`config.mk`:
```
export PLATFORM = sky130hd
export DESIGN_NAME = ab_selector_three_mode_core
export DESIGN_NICKNAME = d
export VERILOG_FILES = /design/src/hdl/absel_pkg.sv /design/src/hdl/ab_selector_three_mode_core.sv
export SDC_FILE = /design/constraint.sdc
export NUM_CORES = 1
export LEC_CHECK = 0
export BUFFER_PORTS_ARGS = -buffer_cell sky130_fd_sc_hd__buf_2
export CAP_MARGIN = 20
export CORE_UTILIZATION = 45
export DETAILED_ROUTE_END_ITERATION = 10
export GPL_ROUTABILITY_DRIVEN = 0
export GPL_TIMING_DRIVEN = 0
export PLACE_DENSITY_LB_ADDON = 0.2
export SLEW_MARGIN = 20
export SYNTH_ARGS = -nofsm -noshare
export SYNTH_HDL_FRONTEND = slang
export SYNTH_SLANG_ARGS = --single-unit
```
`constraint.sdc`:
```
create_clock -name clock -period 7.5 [get_ports clock]
set_input_delay 1.125 -clock clock [delete_from_list [all_inputs] [get_ports clock]]
set_output_delay 1.125 -clock clock [all_outputs]
set_load 0.02 [all_outputs]
```
`src/hdl/absel_pkg.sv`:
```
// ----------------------------------------------------------------------------
// absel_pkg
// Shared types and codes for the A/B selector: mode codes, register indexes
// and fixed field widths.
// ----------------------------------------------------------------------------
package absel_pkg;

   localparam int CHANNEL_BITS   = 4;
   localparam int CSR_INDEX_BITS = 3;
   localparam int CSR_DATA_BITS  = 16;
   localparam int THRESH_BITS    = 16;
   localparam int BIAS_BITS      = 15;
   localparam int DELTA_BITS     = 15;

   typedef logic [1:0]                mode_type;
   typedef logic [CSR_INDEX_BITS-1:0] csr_index_type;

   localparam mode_type MODE_THRESH = 2'd0;
   localparam mode_type MODE_BIAS   = 2'd1;
   localparam mode_type MODE_RISE   = 2'd2;

   localparam csr_index_type CSR_MODE       = 3'd0;
   localparam csr_index_type CSR_THRESHOLD  = 3'd1;
   localparam csr_index_type CSR_BIAS       = 3'd2;
   localparam csr_index_type CSR_RISE_DELTA = 3'd3;
   localparam csr_index_type CSR_GATE_ON_B  = 3'd4;

endpackage

```
`src/hdl/ab_selector_three_mode_core.sv`:
```
// ----------------------------------------------------------------------------
// ab_selector_three_mode_core
// Per-channel A/B sample switch with threshold, A-versus-B-plus-bias and
// rise/fall selection modes, and a gate output of selectable polarity.
// ----------------------------------------------------------------------------
// Takes one sample pair per clock unless the result side stalls and returns one
// result per pair through the compute and output registers. The per-channel
// history (last A and the choice flag) sits in a CHANNELS-deep memory with a
// registered read: read at the input transfer, written back as the pair leaves
// the compute stage, and picked up directly by a following pair on the same
// channel. Per-channel valid bits make it read as zero / choose-A after reset,
// so no clearing pass is needed. Write the registers only while idle.
module ab_selector_three_mode_core
   import absel_pkg::*;
#(
   parameter int CHANNELS    = 16,
   parameter int SAMPLE_BITS = 16
) (
   input  logic                      clock,
   input  logic                      reset,
   input  logic                      req_tvalid,
   output logic                      req_tready,
   // channel, a_sample, b_sample, zero fill
   input  logic [((CHANNEL_BITS+2*SAMPLE_BITS+7)/8)*8-1:0] req_tdata,
   output logic                      rsp_tvalid,
   input  logic                      rsp_tready,
   // out_channel, chosen_sample, zero fill
   output logic [((CHANNEL_BITS+SAMPLE_BITS+7)/8)*8-1:0]   rsp_tdata,
   // picked_a, gate
   output logic [1:0]                rsp_tuser,
   input  logic                      csr_we,
   input  logic [CSR_INDEX_BITS-1:0] csr_index,
   input  logic [CSR_DATA_BITS-1:0]  csr_wdata
);

   localparam int RSP_W     = ((CHANNEL_BITS+SAMPLE_BITS+7)/8)*8;
   localparam int ADDR_BITS = (CHANNELS > 1) ? $clog2(CHANNELS) : 1;
   localparam int CMP_W     = ((SAMPLE_BITS > THRESH_BITS) ? SAMPLE_BITS : THRESH_BITS) + 2;
   localparam int WORD_W    = SAMPLE_BITS + 1;

   // configuration
   mode_type                      mode_ff;
   logic signed [THRESH_BITS-1:0] thresh_ff;
   logic signed [BIAS_BITS-1:0]   bias_ff;
   logic [DELTA_BITS-1:0]         delta_ff;
   logic                          gate_on_b_ff;

   // input side
   logic                          accept;
   logic [CHANNEL_BITS-1:0]       req_ch;
   logic signed [SAMPLE_BITS-1:0] req_a;
   logic signed [SAMPLE_BITS-1:0] req_b;
   logic [ADDR_BITS-1:0]          rd_addr;
   logic                          req_in_range;

   // compute stage
   logic                          s1_vld_ff;
   logic [CHANNEL_BITS-1:0]       s1_ch_ff;
   logic signed [SAMPLE_BITS-1:0] s1_a_ff;
   logic signed [SAMPLE_BITS-1:0] s1_b_ff;
   logic [ADDR_BITS-1:0]          s1_addr_ff;
   logic                          s1_in_range_ff;
   logic                          advance;

   // history memory
   logic [WORD_W-1:0]             mem [CHANNELS];
   logic [CHANNELS-1:0]           ent_vld_ff;
   logic [WORD_W-1:0]             rd_word_ff;
   logic                          rd_vld_ff;
   logic                          mem_we;
   logic [WORD_W-1:0]             word_in;

   // arithmetic
   logic signed [SAMPLE_BITS-1:0] prev_a;
   logic                          prev_flag;
   logic signed [CMP_W-1:0]       a_w;
   logic signed [CMP_W-1:0]       b_w;
   logic signed [CMP_W-1:0]       prev_w;
   logic signed [CMP_W-1:0]       thresh_w;
   logic signed [CMP_W-1:0]       bias_w;
   logic signed [CMP_W-1:0]       delta_w;
   logic signed [CMP_W-1:0]       diff_w;
   logic                          flag_in;
   logic                          pick_a;

   // output register
   logic                          rsp_vld_ff;
   logic [RSP_W-1:0]              rsp_data_ff;
   logic [1:0]                    rsp_user_ff;

   assign req_ch       = req_tdata[CHANNEL_BITS-1:0];
   assign req_a        = req_tdata[CHANNEL_BITS +: SAMPLE_BITS];
   assign req_b        = req_tdata[CHANNEL_BITS+SAMPLE_BITS +: SAMPLE_BITS];
   assign rd_addr      = ADDR_BITS'(req_ch);
   assign req_in_range = 32'(req_ch) < CHANNELS;

   assign advance    = !rsp_vld_ff || rsp_tready;
   assign req_tready = !s1_vld_ff || advance;
   assign accept     = req_tvalid && req_tready;

   always_ff @(posedge clock) begin
      if (reset) begin
         mode_ff      <= MODE_THRESH;
         thresh_ff    <= '0;
         bias_ff      <= '0;
         delta_ff     <= '0;
         gate_on_b_ff <= 1'b0;
      end else if (csr_we) begin
         case (csr_index)
            CSR_MODE:       mode_ff      <= csr_wdata[1:0];
            CSR_THRESHOLD:  thresh_ff    <= csr_wdata[THRESH_BITS-1:0];
            CSR_BIAS:       bias_ff      <= csr_wdata[BIAS_BITS-1:0];
            CSR_RISE_DELTA: delta_ff     <= csr_wdata[DELTA_BITS-1:0];
            CSR_GATE_ON_B:  gate_on_b_ff <= csr_wdata[0];
            default: ;
         endcase
      end
   end

   // compute stage control
   always_ff @(posedge clock) begin
      if (reset) begin
         s1_vld_ff <= 1'b0;
      end else if (accept) begin
         s1_vld_ff <= 1'b1;
      end else if (advance) begin
         s1_vld_ff <= 1'b0;
      end
   end

   always_ff @(posedge clock) begin
      if (accept) begin
         s1_ch_ff       <= req_ch;
         s1_a_ff        <= req_a;
         s1_b_ff        <= req_b;
         s1_addr_ff     <= rd_addr;
         s1_in_range_ff <= req_in_range;
      end
   end

   // read at transfer, bypass a write-back to the same channel
   always_ff @(posedge clock) begin
      if (mem_we) begin
         mem[s1_addr_ff] <= word_in;
      end
      if (accept) begin
         if (mem_we && s1_addr_ff == rd_addr) begin
            rd_word_ff <= word_in;
         end else begin
            rd_word_ff <= mem[rd_addr];
         end
      end
   end

   always_ff @(posedge clock) begin
      if (reset) begin
         ent_vld_ff <= '0;
         rd_vld_ff  <= 1'b0;
      end else begin
         if (mem_we) begin
            ent_vld_ff[s1_addr_ff] <= 1'b1;
         end
         if (accept) begin
            rd_vld_ff <= (mem_we && s1_addr_ff == rd_addr) || ent_vld_ff[rd_addr];
         end
      end
   end

   assign prev_a    = rd_vld_ff ? rd_word_ff[SAMPLE_BITS-1:0] : '0;
   assign prev_flag = rd_vld_ff ? rd_word_ff[SAMPLE_BITS] : 1'b1;

   assign a_w      = CMP_W'(s1_a_ff);
   assign b_w      = CMP_W'(s1_b_ff);
   assign prev_w   = CMP_W'(prev_a);
   assign thresh_w = CMP_W'(thresh_ff);
   assign bias_w   = CMP_W'(bias_ff);
   assign delta_w  = signed'(CMP_W'(delta_ff));
   assign diff_w   = a_w - prev_w;

   always_comb begin
      if (diff_w > delta_w) begin
         flag_in = 1'b1;
      end else if (diff_w < -delta_w) begin
         flag_in = 1'b0;
      end else begin
         flag_in = prev_flag;
      end
   end

   always_comb begin
      case (mode_ff)
         MODE_THRESH: pick_a = a_w >= thresh_w;
         MODE_BIAS:   pick_a = a_w >= (b_w + bias_w);
         MODE_RISE:   pick_a = s1_in_range_ff ? flag_in : 1'b1;
         default:     pick_a = 1'b1;
      endcase
   end

   assign mem_we  = s1_vld_ff && advance && mode_ff == MODE_RISE && s1_in_range_ff;
   assign word_in = {flag_in, s1_a_ff};

   // output register
   always_ff @(posedge clock) begin
      if (reset) begin
         rsp_vld_ff <= 1'b0;
      end else if (advance) begin
         rsp_vld_ff <= s1_vld_ff;
      end
   end

   always_ff @(posedge clock) begin
      if (advance && s1_vld_ff) begin
         rsp_data_ff <= RSP_W'({pick_a ? s1_a_ff : s1_b_ff, s1_ch_ff});
         rsp_user_ff <= {pick_a ^ gate_on_b_ff, pick_a};
      end
   end

   assign rsp_tvalid = rsp_vld_ff;
   assign rsp_tdata  = rsp_data_ff;
   assign rsp_tuser  = rsp_user_ff;

   a_accept_loads : assert property (@(posedge clock) disable iff (reset)
      accept |=> s1_vld_ff)
      else $error("transfer did not load compute stage");

   a_stall_holds : assert property (@(posedge clock) disable iff (reset)
      s1_vld_ff && !advance |=> s1_vld_ff && $stable(s1_ch_ff) && $stable(rd_word_ff))
      else $error("stalled item lost or corrupted");

   a_we_mode : assert property (@(posedge clock) disable iff (reset)
      mem_we |-> s1_vld_ff && mode_ff == MODE_RISE)
      else $error("history written outside rise/fall mode");

   a_gate_polarity : assert property (@(posedge clock) disable iff (reset)
      rsp_vld_ff && $stable(gate_on_b_ff) |-> rsp_user_ff[1] == (rsp_user_ff[0] ^ gate_on_b_ff))
      else $error("gate polarity mismatch");

endmodule
```
* Yosys cells after proc, flatten, opt, wreduce, memory -nomap -nowiden
Memory sizes are Yosys's and may differ from the RTL's. A register that Yosys moved wholly into a read port is not among the register bits. Index checks and enable logic that the tools add are counted.
Storage, ports and cells: memories 1, bits in registers 126, RAM bits 272, output and inout bits 28, logic and storage cells 66, input bits 64
Memories:
- mem | depth 16, bits a word 17, read ports 1, clocked after Yosys merged registers in 1, write ports 1, line ab_selector_three_mode_core.sv:66 | logic [WORD_W-1:0] mem [CHANNELS];
Cells by class: muxes and demuxes 14, order comparisons 7, add/sub/neg operators 3, equality and inequality tests 7, reduce and logical (&&, ||, !) cells 18, bitwise logic cells 2
Operators by type and width (count):
- two-way mux 16 bit | 2
- less-than comparator 17 x 18 -> 1 bit | 1
- negation 15 -> 18 bit | 1
- adder 16 x 15 -> 17 bit | 1
- greater-or-equal comparator 16 x 17 -> 1 bit | 1
- greater-than comparator 17 x 16 -> 1 bit | 1
- subtractor 16 x 16 -> 17 bit | 1
- greater-or-equal comparator 16 bit | 1
- OR 16 bit | 1
- less-than comparator 4 x 5 -> 1 bit (second input constant) | 2
- AND reduction 2 bit | 5
- two-way mux 1 bit | 9
- equality test 3 x 2 -> 1 bit (second input constant) | 2
- logical AND 1 bit | 5
- binary-select mux 1 bit (select 4 bit) | 1
- demux 1 bit (select 4 bit) | 1
- equality test 4 bit | 1
- greater-or-equal comparator 4 x 1 -> 1 bit (second input constant) | 1
- equality test 3 x 1 -> 1 bit (second input constant) | 1
- equality test 3 bit (second input constant) | 1
- zero test 3 bit | 1
- logical OR 1 bit | 3
- case mux 1 bit (3 select lines) | 1
- equality test 2 x 1 -> 1 bit (second input constant) | 1
- 5 further kinds | 6

* Longest topological paths before layout
Gate-level depths: netlist of the first run.
depth in word-level cells 7, depth in mapped cells 25, depth with buffers taken out 23

* Least setup slack after synthesis of the first run
No wires, ideal clock.
path kind reg2reg, start reg s1_b_ff[0], end reg rsp_data_ff[11], in the netlist rsp_tdata[11], data pin, clock period less this slack 5.231 ns, buffers on the path 1, library setup time 0.260 ns, slack 2.269 ns, arrival 4.971 ns, stages on the path, launching flop included 23, data required time 7.240 ns, path through edfxtp_1 ha_1 fa_1 a21o_1 a21oi_1 o21bai_1 a21oi_1 o21bai_1 a41o_1 o41a_1 a41oi_1 a31oi_1 ha_1 inv_1 or4b_2 a211oi_1 o31a_1 o41ai_1 o2111ai_1 o2111ai_2 nand3_4 buf_8 mux2_4
Between the ends: word-level cells in the longest chain between the ends 4
RTL lines:
- from (decl) | line ab_selector_three_mode_core.sv:60 | logic signed [SAMPLE_BITS-1:0] s1_b_ff;
- from (signal assigned) | line ab_selector_three_mode_core.sv:135 | s1_b_ff <= req_b;
- adder 16 x 15 -> 17 bit | line ab_selector_three_mode_core.sv:193 | MODE_BIAS: pick_a = a_w >= (b_w + bias_w);
- greater-or-equal comparator 16 x 17 -> 1 bit | line ab_selector_three_mode_core.sv:193
- case mux 1 bit (3 select lines) | line ab_selector_three_mode_core.sv:191 | case (mode_ff)
- two-way mux 16 bit | line ab_selector_three_mode_core.sv:213 | rsp_data_ff <= RSP_W'({pick_a ? s1_a_ff : s1_b_ff, s1_ch_ff});
- to (signal assigned) | line ab_selector_three_mode_core.sv:213
- to (decl) | line ab_selector_three_mode_core.sv:88 | logic [RSP_W-1:0] rsp_data_ff;
No other way between the ends. A chain may end at the register's enable or synchronous reset.

* Final worst setup path of the first run
start reg s1_a_ff[0], end mem mem[5][16] (netlist bit), data pin
Between the ends: word-level cells in the longest chain between the ends 4, elaborated cells between the ends (all ways) 5, classes of those cells add/sub: 1; order compare: 2; mux: 2
RTL lines:
- from (decl) | line ab_selector_three_mode_core.sv:59 | logic signed [SAMPLE_BITS-1:0] s1_a_ff;
- from (signal assigned) | line ab_selector_three_mode_core.sv:134 | s1_a_ff <= req_a;
- subtractor 16 x 16 -> 17 bit * | line ab_selector_three_mode_core.sv:178 | assign diff_w = a_w - prev_w;
- less-than comparator 17 x 18 -> 1 bit | line ab_selector_three_mode_core.sv:183 | end else if (diff_w < -delta_w) begin
- two-way mux 1 bit | line ab_selector_three_mode_core.sv:183
- two-way mux 1 bit * | line ab_selector_three_mode_core.sv:181 | if (diff_w > delta_w) begin
- via flag_in | line ab_selector_three_mode_core.sv:83 | logic flag_in;
- to (decl) | line ab_selector_three_mode_core.sv:66
The timed path passes the listed nets; every way through them passes the cells marked *.

==> out/summary.txt, run 1 <==
CTS sink count: 415
post-DP HPWL: 30970 um
vias per cell: 5.614
Worst Setup Start Kind: register
data required time of the worst path: 7700 ps
Min Hold Slack: 454.4 ps
final worst-path cycle share: 84.64%
reg2reg setup slack: 1150 ps
CP most frequent cell: inv_1
buffers and inverters on the worst path: 4
WL per Instance: 22.91 um
first-pass GRT wire length: 67880 um
# DRC: 0
VDD IR max: 0.1725 mV
Reg-to-Reg End: mem[5][16]
worst setup path class: register to register
Crit. End Element: register
crit path to: mem[5][16]
leading area contributor after synthesis: edfxtp_1
Seq/Total Area, Yosys: 62.44%
count leader, synth: edfxtp_1
synth cell count leaders: edfxtp_1 (347), nand2_1 (135), ha_1 (93), mux4_2 (89), nor2_1 (89)
io pins: 92
Top FF cell, synth: edfxtp_1
pwr dens: 240.8 mW/mm^2
Pins Over Slew Limit: 0
H-Tree Depth: 2
largest net degree at the start of global routing: 56
final setup fails: 0
top cell type's share of synthesized area: 55.23%
Max Cap Viol: 0
crit-path cells: inv_1 -> ha_1 -> inv_1 -> fa_1 -> a21oi_1 -> o21ai_0 -> nand2b_1 -> a31o_2 -> o211a_1 -> o21ai_0 -> a41oi_1 -> inv_1 -> ha_1 -> nand4_1 -> nor2_1 -> o2bb2ai_1 -> a31oi_1 -> maj3_1 -> a21oi_1 -> o311a_1 -> a21boi_0 -> inv_1
R2R depth: 22
Area contributors post-synth: edfxtp_1 (55%), mux4_2 (11%), dfxtp_1 (7.2%)
CTS root buffer: clkbuf_16
Initial Utilization: 45.89%
share of cells above drive strength 1: 22.31%
vias in the first global route: 11140
synthesized area: 0.01887 sq mm
Final Hold Viols: 0
Routed Antenna Nets: 0
EDFF count, synth: 347
post-cts resize count: 0
Post-DP Area: 0.02028 sq mm
Critical Path Start: s1_a_ff[0]
clock slew at reported path FFs: 60 ps
status: complete, no violations
die width: 206.8 um
WP depth: 22
slowest stage delay, CP: 870 ps
fin nets: 1583
final setup skew: 20.15 ps
antenna violations before repair: 0
reg2reg start: s1_a_ff[0]
CP top delay family: compound AO/OA/AOI/OAI gates
Worst Max-Slew Pin Slew: 1085 ps
Worst EP arrival: 6550 ps
Critical-path top delay cell: edfxtp_1
Clock Latency Late Sink: 570 ps
critical path fanouts, max: 19
core box area: 0.04111 sq mm
Rows: 74
Hold-fix buffers, CTS: 0
total global routing overflow: 0
post-CTS setup buffer count: 0
Tot GR Track Use: 22.00%
fin crit period: 6348 ps
Peak Freq: 0.1575 GHz
floorplan die height: 206.8 um
post-route cell area: 0.02164 sq mm
IO buf count: 82
final setup TNS: 0 ps
Distinct cells, synth: 69
leak pwr: 7.499 nW
Post-Syn Area per Cell: 14.73 sq um
Diodes inserted: 0
Syn-to-layout area delta: 14.69%
maximum clock path buffer count: 3
CTS buffer count: 43
CTS tree: done
Iteration-0 DRC Markers: 994
ys async rst share: 0%
First-pass DRT Iterations: 7
min-delay worst type: register to register
number of warning messages in the yosys log: 0
unrepaired setup endpoints after global routing: no
die area: 0.04275 sq mm
Gate Count Post-Synth: 1281
Slew headroom: 27.70%
#FFs+latches synth: 415
Routed WL: 45570 um
via count: 11170
## cells in the final DEF (no fill, tap or decap), types with 5 or more instances in the layout
cell / instances
mux4_2: 89
buf_16: 5
o21ai_0: 14
buf_1: 6
edfxtp_1: 347
nor2_4: 12
nand4_1: 11
o21a_1: 8
xnor2_1: 32
a31oi_1: 5
nand2b_1: 14
nand3_1: 15
a21oi_1: 78
nor2b_1: 10
mux2_2: 25
nor3_1: 9
and3_1: 6
mux2i_1: 7
buf_2: 83
xor2_1: 12
o211ai_1: 5
clkbuf_2: 6
dfxtp_1: 68
clkbuf_1: 46
nand2_1: 135
mux2_4: 8
ha_1: 93
clkbuf_16: 44
inv_1: 53
nor2_1: 77
a211oi_1: 5
a211o_1: 5
buf_4: 8
a21o_1: 15
clkinv_2: 9
## worst min-delay path by stage
stage	start	endpoint	slack (ps)	depth (start not counted)
global route	thresh_ff[2]	thresh_ff[2]	480	2
detailed placement	thresh_ff[12]	thresh_ff[12]	450	2
CTS	thresh_ff[12]	thresh_ff[12]	450	2
finish	thresh_ff[12]	thresh_ff[12]	450	2
floorplan	s1_addr_ff[2]	rsp_tdata[2]	420	0
global placement	thresh_ff[11]	thresh_ff[11]	440	2
## tightest hold or removal path, delay by kind of cell, from the launching register on
| family | cells | cell delay [ps] |
|---|---|---|
| flops | 1 | 310 |
| simple gates | 1 | 50 |
| compound gates | 1 | 50 |
## registers in the layout (all words and copies together), names as in the netlist, 2 cells and up
register	cells
s1_addr_ff	4
s1_b_ff	16
rsp_tuser	2
ent_vld_ff	16
bias_ff	15
delta_ff	15
rd_word_ff	17
mem	272
mode_ff	2
thresh_ff	16
s1_a_ff	16
rsp_tdata	20
## area by class of cell
type,count,area (sq um)
fill,3426,19470
sequential,415,11780
multi-input combinational,765,6794
clock buffer,60,1194
tap,532,665.6
timing repair buffer,95,623.1
buffer,51,224.0
inverter,53,198.9
clock inverter,18,157.7
## report_power, final
part	internal, mW	switching, mW
clock	1.19	0.883
sequential	2.55	0.0555
combinational	0.238	0.299
## cell families after synthesis
kind of cell    count (synthesis)  synth area share (%)
compound gates                169                 5.889
flops                         415                 62.44
buf+inv                       104                 2.208
xor+xnor                       44                 2.043
fa+ha+maj                      97                 6.493
other cells                     1               0.01988
simple gates                  322                 7.779
mux                           129                 13.12
## stage by stage
step | setup slack [ps] | util [%] | power [mW] | instances
after floorplan | 2269 | - | 3.012 | 1284
after global placement | 1282 | 48.54 | 3.176 | 1898
after detailed placement | 1245 | 49.34 | 3.188 | 1911
after CTS | 1215 | 52.62 | 5.255 | 1989
after global routing | 786.9 | 52.64 | 5.382 | 1989
final | 1152 | 52.64 | 5.209 | 1989
## metal layers
metal	part of all wire [%]	global-route usage [%]
met5	0	0
met4	2.0	5.709
met3	6.5	4.207
met2	47	35.24
met1	44	30.91
(Power assumes the default switching activity.)
==> inputs of run 2 (changes only) <==
==> constraint.sdc (replaced) <==
create_clock -name clock -period 5.7 [get_ports clock]
set_input_delay 0.855 -clock clock [delete_from_list [all_inputs] [get_ports clock]]
set_output_delay 0.855 -clock clock [all_outputs]
set_load 0.02 [all_outputs]
==> out/summary.txt, run 2 (synthesis gave the netlist of run 1 again) <==
# DRC: 0
Final Hold Viols: 0
switch share: 23.90%
filler cell count: 3396
Routed WL: 47160 um
CTS tree: done
vias in the first global route: 11190
critical path fanouts, max: 5
fin nets: 1617
H-Tree Depth: 2
final core utilization: 53.46%
io pins: 92
VDD IR max: 0.2276 mV
Worst Max-Slew Pin Slew: 1066 ps
leak pwr: 7.681 nW
most common cell after layout, fill and taps aside: edfxtp_1
WL per Instance: 23.31 um
Max Cap Viol: 0
Reg with most FFs: mem
Rows: 74
via count: 11290
Pins Over Slew Limit: 0
Diodes inserted: 0
final setup skew: 22.61 ps
Hold-fix buffers, CTS: 0
CTS buffer count: 43
largest net degree at the start of global routing: 56
pwr dens: 314.1 mW/mm^2
post-DP HPWL: 30970 um
vias per cell: 5.582
first-pass GRT wire length: 69030 um
total power: 6.902 mW
Internal Power: 5.253 mW
fin crit period: 5544 ps
data required time of the worst path: 6020 ps
switching power of the nets: 1.649 mW
Worst EP arrival: 5860 ps
Slew headroom: 28.96%
Critical-path top delay cell: or4b_2
final worst-path cycle share: 97.27%
Tot GR Track Use: 22.47%
max FFs per register: 272
crit-path cells: ha_2 -> fa_2 -> a21o_1 -> a21oi_2 -> o21bai_1 -> a21oi_2 -> o21bai_1 -> a41o_1 -> o41a_1 -> a41oi_2 -> a31oi_1 -> ha_1 -> inv_1 -> or4b_2 -> a211oi_2 -> o31a_1 -> o41ai_2 -> o2111ai_2 -> o2111ai_2 -> nand3_4 -> buf_4 -> mux2_2
Worst Setup Start Kind: register
min-delay worst type: input pin to register
IO buf count: 82
Min Hold Slack: 451.5 ps
Peak Freq: 0.1804 GHz
Clock Latency Late Sink: 570 ps
floorplan die height: 206.8 um
CTS root buffer: clkbuf_16
die width: 206.8 um
Syn-to-layout area delta: 16.48%
combinational fraction of design power: 11.2%
CTS sink count: 415
status: complete, no violations
Routed Antenna Nets: 0
worst setup path class: register to register
Crit. End Element: register
slowest stage delay, CP: 620 ps
core box area: 0.04111 sq mm
part of the power in the clock network: 39.5%
final setup TNS: 0 ps
share of cells above drive strength 1: 25.22%
clock slew at reported path FFs: 60 ps
maximum clock path buffer count: 3
final setup fails: 0
Sequential Power Share: 49.3%
First-pass DRT Iterations: 7
most frequent cells in the layout: edfxtp_1 (347), nand2_1 (135), ha_1 (92)
die area: 0.04275 sq mm
total global routing overflow: 0
Iteration-0 DRC Markers: 926
Initial Utilization: 45.89%
antenna violations before repair: 0
## run 2: changes by cell type in the layout (fill, tap and decap cells not counted), sizes merged
cell,change
buf,+35
clkbuf,-1
## run 2: cell type report
class | count | area [sq um] | share of cell area (%)
plain buffers | 50 | 226.5 | 1.031
clock buffers | 60 | 1194 | 5.432
clock inverters | 18 | 157.7 | 0.7174
inverters | 53 | 198.9 | 0.9053
multi-input cells | 765 | 6850 | 31.17
flip-flops and latches | 415 | 11790 | 53.63
well taps | 532 | 665.6 | 3.029
repair buffers | 130 | 898.4 | 4.088
## run 2: timing repair
item | CTS | global route
endpoints found under the hold margin | 0 | 0
setup buffers | 10 | 25
pin swaps | 3 | 9
resized for setup | 10 | 10
gates cloned | 0 | 0
endpoints found under the setup margin | 35 | 35
## run 2: worst max-delay path: cells and delay by family, from the launching register on
kind / cells / cell delay (ps)
compound gates: 14 / 2610
fa+ha+maj: 3 / 870
buf+inv: 2 / 250
flops: 1 / 420
mux: 1 / 340
simple gates: 2 / 810
## run 2: final timing paths
| kind | from | slack, ps | to | cells after the start |
|---|---|---|---|---|
| hold reg to reg | thresh_ff[12] | 460 | thresh_ff[12] | 2 |
| setup reg to reg | s1_b_ff[0] | 160 | rsp_tdata[8] | 22 |
| hold / removal | req_tdata[32] | 450 | s1_b_ff[12] | 1 |
| setup / recovery | s1_b_ff[0] | 160 | rsp_tdata[8] | 22 |
## run 2: layer usage
metal	global-route usage, %	up-vias	routed length [um]
li1	-	5244	-
met1	31.58	5629	20680
met2	36.17	367	22390
met3	4.317	52	3293
met4	5.370	0	800
met5	0	-	0
## run 2: stage by stage
stage	area [sq um]	worst slack (ps)	cells
floorplan	18880	468.8	1284
global placement	19950	-518.3	1898
detailed placement	20280	-555.1	1911
CTS	21740	11.38	1998
global route	21980	-0.2203	2023
finish	21980	155.7	2023
## run 2: power groups by stage
| stage | Combinational, mW | Sequential, mW | Clock, mW |
|---|---|---|---|
| finish | 0.773 | 3.40 | 2.73 |
| global route | 0.849 | 3.40 | 2.87 |
| CTS | 0.737 | 3.42 | 2.78 |
| detailed placement | 0.705 | 3.49 | 0 |
| global placement | 0.691 | 3.49 | 0 |
| floorplan | 0.498 | 3.46 | 0 |
==> inputs of run 3 (changes only) <==
--- a/config.mk
+++ b/config.mk
@@ -5,12 +5,14 @@
 export SDC_FILE = /design/constraint.sdc
 export NUM_CORES = 1
 export LEC_CHECK = 0
+export ABC_AREA = 1
 export BUFFER_PORTS_ARGS = -buffer_cell sky130_fd_sc_hd__buf_2
 export CAP_MARGIN = 20
 export CORE_UTILIZATION = 45
 export DETAILED_ROUTE_END_ITERATION = 10
 export GPL_ROUTABILITY_DRIVEN = 0
 export GPL_TIMING_DRIVEN = 0
+export HOLD_SLACK_MARGIN = 0.03
 export PLACE_DENSITY_LB_ADDON = 0.2
 export SLEW_MARGIN = 20
 export SYNTH_ARGS = -nofsm -noshare
==> out/summary.txt, run 3 <==
top cell type's share of synthesized area: 54.01%
most common cell after layout, fill and taps aside: edfxtp_1
worst setup path class: register to register
Seq. cell area: 0.01178 sq mm
io pins: 92
maximum clock path buffer count: 3
antenna violations before repair: 0
final worst-path cycle share: 91.20%
Post-Syn Area per Cell: 11.04 sq um
R2R depth: 24
slowest stage delay, CP: 470 ps
total global routing overflow: 0
PnR worst setup slack: 501.6 ps
fin nets: 2043
Final Hold Viols: 0
Slew headroom: 20.42%
CTS buffer count: 44
Routed Antenna Nets: 0
final setup skew: 15.14 ps
Worst Setup Start Kind: register
pwr dens: 330.7 mW/mm^2
synth cell count leaders: edfxtp_1 (347), nor2_1 (264), nand2_1 (178), o21ai_0 (136), inv_1 (126)
largest net degree at the start of global routing: 56
H-Tree Depth: 2
Worst Max-Slew Pin Slew: 1194 ps
vias per cell: 5.681
vias in the first global route: 13610
post-DP HPWL: 36410 um
data required time of the worst path: 6130 ps
min-delay worst type: input pin to register
share of cells above drive strength 1: 10.89%
area of the multi-input gates: 0.006790 sq mm
CTS root buffer: clkbuf_16
final setup TNS: 0 ps
crit-path cells: ha_1 -> fa_1 -> a21oi_1 -> o21bai_1 -> a21o_1 -> a21oi_1 -> o21bai_1 -> a21oi_1 -> o21bai_1 -> a21boi_0 -> o21ai_0 -> o21ai_0 -> inv_1 -> ha_1 -> a21oi_1 -> o21ai_0 -> a31oi_1 -> o211ai_1 -> o21ai_0 -> nor3_1 -> o21ai_2 -> clkbuf_1 -> nand3_1 -> nand2_1
WL per Instance: 21.53 um
DP Cell Count: 2377
number of warning messages in the yosys log: 0
buffers and inverters on the worst path: 2
fin crit period: 5198 ps
Pins Over Slew Limit: 0
Setup WS pre-CTS: 536.2 ps
post-CTS setup buffer count: 0
floorplan die height: 209.1 um
core box area: 0.04213 sq mm
#FFs+latches synth: 415
die area: 0.04370 sq mm
Critical-path top delay cell: o21ai_2
final setup fails: 0
Peak Freq: 0.1924 GHz
EDFF count, synth: 347
Clock Latency Late Sink: 580 ps
Seq/Total Area, Yosys: 61.07%
filler cell count: 3698
synthesized area: 0.01929 sq mm
Finished Layout Cells: 2458
VDD IR max: 0.2761 mV
Top FF cell, synth: edfxtp_1
First-pass DRT Iterations: 5
Gate Count Post-Synth: 1748
most frequent cells in the layout: edfxtp_1 (347), nor2_1 (248), nand2_1 (178)
Syn-to-layout area delta: 14.36%
reg2reg setup slack: 500 ps
critical path fanouts, max: 10
# DRC: 0
Routed WL: 52920 um
ys async rst share: 0%
leading area contributor after synthesis: edfxtp_1
Distinct cells, synth: 51
CP top delay family: compound AO/OA/AOI/OAI gates
Tot GR Track Use: 24.54%
status: complete, no violations
first-pass GRT wire length: 80730 um
Diodes inserted: 0
max FFs per register: 272
CTS tree: done
Hold-fix buffers, CTS: 0
clock slew at reported path FFs: 60 ps
unrepaired setup endpoints after global routing: no
die width: 209.1 um
CTS sink count: 415
count leader, synth: edfxtp_1
final core utilization: 52.36%
post-cts resize count: 0
Hold Crit Depth: 1
Area contributors post-synth: edfxtp_1 (54%), dfxtp_1 (7.1%), ha_1 (6.0%)
Worst EP arrival: 5630 ps
Rows: 75
IO buf count: 82
Reg with most FFs: mem
leak pwr: 8.292 nW
WP depth: 24
Crit. End Element: register
Max Cap Viol: 0
Iteration-0 DRC Markers: 1257
Initial Utilization: 45.79%
via count: 13970
run 3: cell count changes in the layout (fill, tap and decap cells not counted), sizes merged, moves of 40 or more:
cell and change:
buf -44, inv +75, mux2i +40, mux4 -89
nand2 +54, nand3 +74, nor2 +180, o21ai +123
o221ai +45
run 3: layer usage:
metal  vias up  global-route usage (%)  routed length (um)  share of wire [%]
met4         0                   8.925                1613                3.0
met1      6810                   34.60               23620                 45
met2       478                   38.46               23980                 45
met5         -                       0                   0                  0
li1       6582                       -                   -                  -
met3        95                   3.787                3698                7.0
run 3: cells by family (layout without fill, tap and decap cells):
kind of cell	Yosys count	count (layout)	synth area share, %
other cells	1	4	0.01944
mux	47	47	2.439
compound gates	359	359	11.45
xor+xnor	35	35	1.589
buf+inv	210	378	4.287
fa+ha+maj	95	95	6.239
flops	415	415	61.07
simple gates	586	586	12.91
run 3: area by class of cell:
| class | instances | area share (%) |
|---|---|---|
| Buffer | 80 | 1.537 |
| Clock buffer | 59 | 5.631 |
| Clock inverter | 22 | 1.191 |
| Inverter | 130 | 2.223 |
| Multi-Input combinational cell | 1126 | 30.78 |
| Sequential cell | 415 | 53.40 |
| Tap cell | 539 | 3.057 |
| Timing Repair Buffer | 87 | 2.183 |
run 3: metrics by stage:
step	cell area (sq um)	hold slack [ps]	power (mW)
2_1_floorplan	19300	434.9	4.081
3_3_place_gp	20390	446.7	4.353
3_5_place_dp	20560	455.1	4.378
4_1_cts	22060	427.0	7.331
5_1_grt	22060	437.4	7.553
6_report	22060	455.5	7.295
run 3: worst paths after layout:
path	from	end
min	req_tdata[10]	s1_a_ff[6]
max reg2reg	s1_b_ff[0]	rsp_tdata[11]
min reg2reg	ent_vld_ff[10]	ent_vld_ff[10]
max	s1_b_ff[0]	rsp_tdata[11]
run 3: power by group:
group	internal, mW	total, mW	switching, mW
registers	3.37	3.45	0.0825
logic	0.303	0.869	0.566
clock network	1.77	2.97	1.21
